$ cat config.mk
export PLATFORM = sky130hd
export DESIGN_NAME = ilrq_ctrl
export DESIGN_NICKNAME = d
export VERILOG_FILES = /design/src/ilrq_pkg.sv /design/src/ilrq_ctrl.sv
export SDC_FILE = /design/constraint.sdc
export NUM_CORES = 1
export LEC_CHECK = 0
export ABC_AREA = 1
export BUFFER_PORTS_ARGS = -buffer_cell sky130_fd_sc_hd__buf_2
export CORE_MARGIN = 8
export CORE_UTILIZATION = 42
export DETAILED_ROUTE_END_ITERATION = 10
export GPL_TIMING_DRIVEN = 0
export PLACE_DENSITY = 0.77
export SLEW_MARGIN = 20
export SYNTH_ARGS = -nofsm -noshare
export SYNTH_HDL_FRONTEND = slang
export SYNTH_SLANG_ARGS = --single-unit
$ cat constraint.sdc
create_clock -name i_clk -period 1.63 [get_ports i_clk]
set_input_delay 0.2445 -clock i_clk [delete_from_list [all_inputs] [get_ports i_clk]]
set_output_delay 0.2445 -clock i_clk [all_outputs]
set_load 0.02 [all_outputs]
$ cat src/ilrq_pkg.sv
// shared types and command/status structs for the interval length record sorter
`timescale 1ns / 1ps
package ilrq_pkg;

    typedef struct packed {
        logic signed [31:0] interval_start;
        logic signed [31:0] interval_end;
        logic signed [31:0] payload_a;
        logic signed [31:0] payload_b;
        logic               last_record;
    } t_in_item;

    typedef struct packed {
        logic signed [31:0] out_start;
        logic signed [31:0] out_end;
        logic signed [31:0] out_payload_a;
        logic signed [31:0] out_payload_b;
        logic               out_last;
        logic               overflow;
    } t_out_item;

    typedef enum logic [2:0] {
        A_MID,
        A_LO,
        A_I,
        A_LAST,
        A_LAST1,
        A_K
    } t_addr_sel;

    typedef enum logic [1:0] {
        SRC_RDATA,
        SRC_HOLD,
        SRC_PIVOT
    } t_wr_src;

    typedef struct packed {
        logic      load;
        logic      rd_en;
        t_addr_sel rd_sel;
        logic      wr_en;
        t_addr_sel wr_sel;
        t_wr_src   wr_src;
        logic      pivot_ld;
        logic      hold_ld;
        logic      scan_init;
        logic      i_inc;
        logic      last_inc;
        logic      push_init;
        logic      pop_rd;
        logic      pop_ld;
        logic      push_left;
        logic      push_right;
        logic      emit_init;
        logic      k_inc;
        logic      out_ld;
        logic      batch_clr;
    } t_cmd;

    typedef struct packed {
        logic count_zero;
        logic count_lt2;
        logic stack_empty;
        logic i_gt_hi;
        logic less;
        logic last_gt_lo;
        logic out_taken;
        logic k_last;
    } t_status;

endpackage

$ cat src/ilrq_ctrl.sv
// controller: load, quicksort sequencing and emit state machine
`timescale 1ns / 1ps
module ilrq_ctrl import ilrq_pkg::*; (
    input  logic    i_clk,
    input  logic    i_rst_n,
    input  logic    i_in_valid,
    input  logic    i_in_last,
    input  t_status i_status,
    output t_cmd    o_cmd,
    output logic    o_in_stall
);
    typedef enum logic [4:0] {
        S_IDLE, S_INIT, S_POP, S_POPW, S_PIVR, S_PIVL, S_MOV, S_SCAN, S_CMP,
        S_SW1, S_SW2, S_FIN1, S_FIN2, S_PUSHR, S_EMR, S_EML, S_EMW
    } t_state;

    t_state r_state, n_state;
    logic   r_busy;
    t_cmd   w_cmd;

    always_comb begin
        n_state = r_state;
        w_cmd   = '0;
        w_cmd.rd_sel = A_I;
        w_cmd.wr_sel = A_I;
        w_cmd.wr_src = SRC_RDATA;
        case (r_state)
            S_IDLE: begin
                if (i_in_valid) begin
                    w_cmd.load = 1'b1;
                    if (i_in_last) begin
                        n_state = S_INIT;
                    end
                end
            end
            S_INIT: begin
                if (i_status.count_zero) begin
                    w_cmd.batch_clr = 1'b1;
                    n_state = S_IDLE;
                end else if (i_status.count_lt2) begin
                    w_cmd.emit_init = 1'b1;
                    n_state = S_EMR;
                end else begin
                    w_cmd.push_init = 1'b1;
                    n_state = S_POP;
                end
            end
            S_POP: begin
                if (i_status.stack_empty) begin
                    w_cmd.emit_init = 1'b1;
                    n_state = S_EMR;
                end else begin
                    w_cmd.pop_rd = 1'b1;
                    n_state = S_POPW;
                end
            end
            S_POPW: begin
                w_cmd.pop_ld = 1'b1;
                n_state = S_PIVR;
            end
            S_PIVR: begin
                w_cmd.rd_en  = 1'b1;
                w_cmd.rd_sel = A_MID;
                n_state = S_PIVL;
            end
            S_PIVL: begin
                w_cmd.pivot_ld = 1'b1;
                w_cmd.rd_en    = 1'b1;
                w_cmd.rd_sel   = A_LO;
                n_state = S_MOV;
            end
            S_MOV: begin
                w_cmd.wr_en     = 1'b1;
                w_cmd.wr_sel    = A_MID;
                w_cmd.scan_init = 1'b1;
                n_state = S_SCAN;
            end
            S_SCAN: begin
                w_cmd.rd_en = 1'b1;
                if (i_status.i_gt_hi) begin
                    w_cmd.rd_sel = A_LAST;
                    n_state = S_FIN1;
                end else begin
                    w_cmd.rd_sel = A_I;
                    n_state = S_CMP;
                end
            end
            S_CMP: begin
                if (i_status.less) begin
                    w_cmd.hold_ld = 1'b1;
                    w_cmd.rd_en   = 1'b1;
                    w_cmd.rd_sel  = A_LAST1;
                    n_state = S_SW1;
                end else begin
                    w_cmd.i_inc = 1'b1;
                    n_state = S_SCAN;
                end
            end
            S_SW1: begin
                w_cmd.wr_en  = 1'b1;
                w_cmd.wr_sel = A_LAST1;
                w_cmd.wr_src = SRC_HOLD;
                n_state = S_SW2;
            end
            S_SW2: begin
                w_cmd.wr_en    = 1'b1;
                w_cmd.wr_sel   = A_I;
                w_cmd.i_inc    = 1'b1;
                w_cmd.last_inc = 1'b1;
                n_state = S_SCAN;
            end
            S_FIN1: begin
                w_cmd.wr_en  = i_status.last_gt_lo;
                w_cmd.wr_sel = A_LO;
                n_state = S_FIN2;
            end
            S_FIN2: begin
                w_cmd.wr_en     = 1'b1;
                w_cmd.wr_sel    = A_LAST;
                w_cmd.wr_src    = SRC_PIVOT;
                w_cmd.push_left = 1'b1;
                n_state = S_PUSHR;
            end
            S_PUSHR: begin
                w_cmd.push_right = 1'b1;
                n_state = S_POP;
            end
            S_EMR: begin
                w_cmd.rd_en  = 1'b1;
                w_cmd.rd_sel = A_K;
                n_state = S_EML;
            end
            S_EML: begin
                w_cmd.out_ld = 1'b1;
                n_state = S_EMW;
            end
            S_EMW: begin
                if (i_status.out_taken) begin
                    if (i_status.k_last) begin
                        w_cmd.batch_clr = 1'b1;
                        n_state = S_IDLE;
                    end else begin
                        w_cmd.k_inc = 1'b1;
                        n_state = S_EMR;
                    end
                end
            end
            default: begin
                n_state = S_IDLE;
            end
        endcase
    end

    always_ff @(posedge i_clk) begin
        if (!i_rst_n) begin
            r_state <= S_IDLE;
            r_busy  <= 1'b0;
        end else begin
            r_state <= n_state;
            r_busy  <= (n_state != S_IDLE);
        end
    end

    assign o_cmd      = w_cmd;
    assign o_in_stall = r_busy;

endmodule

==> flow_summary.toml <==
[grt]
grt_max_degree = 11
grt_pass1_wl_um = 3870
grt_overflow = 0
grtUsageMet2_pct = 24.8
gr-usage-all-layers_pct = 14.2
top_usage_layer = "met2"
met1_usage_pct = 15.1
grt_pass1_vias = 922
grtUsageMet3_pct = 5.71
antenna_found_initial = 0

[critical_path]
slowest_stage = "dfxtp_4"
slowest_delay_ns = 0.37
crit_path_end_kind = "output pin"
cp.arrival_ns = 1.44
worstSetupStartpointType = "flip-flop"
crit_chain = "nor2_4 -> nand3_2 -> o211ai_1 -> nand3_1 -> buf_2"
required_ns = 1.39
crit_fanout = 8
crit_type = "flip-flop to output pin"

[power_and_ir_drop]
powerDensity_mw_per_mm2 = 1170
leakage_nw = 0.683
peakVddDrop_mv = 0.923

[clocking]
cts_sinks = 6
htreeDepth = 1
clk_pin_slew_ns = 0.05
clkLatencyLatePin_ns = 0.24
cts-hold-fix-buffers = 0
cts_buffer_depth = 2
clock-root-buffer = "clkbuf_4"
cts_tree = "done"
cts_made_buffers = 3

[placed_design]
dp_hpwl_um = 1860
placed_cell_area_um2 = 866
io_buffers = 37
place_congestion = 0.867
dp.cells = 175
dp_slack_ns = 0.0643

[logic_synthesis]
synth_adder_area_share_pct = 0
synth_area_um2 = 653
synth_top_family_by_area = "simple AND/OR/NAND/NOR gates"
ys_seq_elements = 6
yosys.area_share.xor_xnor_pct = 0
synth-simple-area-share_pct = 60.0
ys_seq_area_share_pct = 18.4
ys_warn_count = 0
synth_compound_area_share_pct = 8.81
yosysUniqueCellTypes = 21
syn-instance-count = 122
syn_avg_cell_area_um2 = 5.35
synth.mux.area_fraction_pct = 0
synthesis.nets = 134

[sta]
tightest_slew_ns = 0.313
finalSetupViolCount = 4
rsz0062_at_grt = "yes"
min_period_over_period_pct = 104
worst_clock_skew_ns = 0.00722
fmax_mhz = 592
postLayoutSetupSlackWorst_ns = -0.0582
slew_headroom_pct = 78.9
period_needed_ns = 1.69
slew_viol_final = 0
hold_slack_ns = 0.300
hold_viol = 0

[finish]
drive_above_1_share_pct = 55.7
n_antenna_cell = 0
fillers = 93
stdcell_count = 192
fin_area_mm2 = 0.00124
nets = 190
postLayoutCoreUtil_pct = 83.3
most-common-layout-cells = "buf_2 (23), buf_4 (22), nand2_1 (20), nor2_1 (19), inv_1 (14)"
final_common_cell = "buf_2"
areaGrowthSynthToFinish_pct = 89.8

[floorplanning]
die_x_um = 55.4
start_util_pct = 43.9
die-area_mm2 = 0.00307
rows = 14
die_h_um = 55.4
fp.coreArea_mm2 = 0.00149
ioPinCount = 38

[detailed_routing]
wirelength_um = 2790
drc_errors = 0
vias = 1044
drt_iter0_drc = 42
wl_per_cell_um = 14.5
ant_nets = 0
routed_via_density = 5.44
dr.pass1.iters = 4

[hold_path]
min_path_type = "input pin to flip-flop"

[status]
failed_checks = "setup timing"
status = "finished with violations"

[job]
max-cap-violations = 0
==> report_power, final <==
part	internal (mW)	switching, mW
clock network	0.0828	0.0465
logic	0.429	0.633
registers	0.200	0.0652
total	0.712	0.745
==> synth_stat cells, drive strengths merged <==
master,n,share of area (%)
a21oi,1,0.77
a31oi,2,1.9
buf,1,0.77
dfxtp,6,18
inv,21,12
nand2,27,16
nand3,20,17
nand3b,2,2.3
nand4,2,1.9
nor2,32,21
nor3,2,1.5
o211ai,2,2.3
o21ai,2,1.5
o22ai,1,0.96
o311ai,1,1.3
==> sequential cells by signal, summed over array words and instances, names as in the netlist <==
| signal | count |
|---|---|
| o_in_stall | 1 |
| r_state | 5 |
==> critical path, delay by kind of cell (launching register included) <==
kind	cells	cell delay, ns
AOI/OAI and AO/OA	1	0.17
buffers and inverters	1	0.16
DFF	1	0.37
and+or+nand+nor	3	0.51
==> stage by stage <==
| step | setup TNS, ns | total power [mW] |
|---|---|---|
| after global routing | -0.600 | 1.55 |
| final | -0.116 | 1.46 |
| after floorplan | 0 | 0.742 |
| after global placement | 0 | 0.927 |
| after CTS | -0.0307 | 1.11 |
| after detailed placement | 0 | 0.939 |
==> path summary, 6_finish.rpt <==
path	start	end	slack, ns	depth (start not counted)
setup reg to reg	r_state[4]	o_in_stall	0.07	10
hold / removal	i_rst_n	r_state[4]	0.30	3
hold reg to reg	r_state[1]	r_state[2]	0.79	5
setup / recovery	r_state[1]	o_cmd[21]	-0.06	5
==> area by class of cell <==
class	instances	area [um^2]	area share (%)
flip-flops and latches	6	136	11.0
multi-input cells	94	613	49.4
clock buffers	3	22.5	1.82
plain buffers	1	11.3	0.908
inverters	21	88.8	7.16
well taps	16	20.0	1.61
repair buffers	51	348	28.1
==> kinds of logic after synthesis <==
family / after synthesis
simple gates: 85
buf+inv: 22
compound gates: 9
flops: 6
==> layer usage <==
metal	share of wire, %	wire length, um	up-vias
met5	0	0	-
met1	36	1010	454
met3	11	294	8
li1	-	-	509
met2	51	1410	73
met4	2.5	69	0
==> what timing repair did <==
item | in CTS | in global routing
pin swaps | 2 | 12
buffers inserted | 1 | 13
setup endpoints to repair | 13 | 15
hold endpoints to repair | 0 | 0
resized for setup | 17 | 56
cloned | 0 | 0
Note: power is estimated with default switching activity, not from simulation.
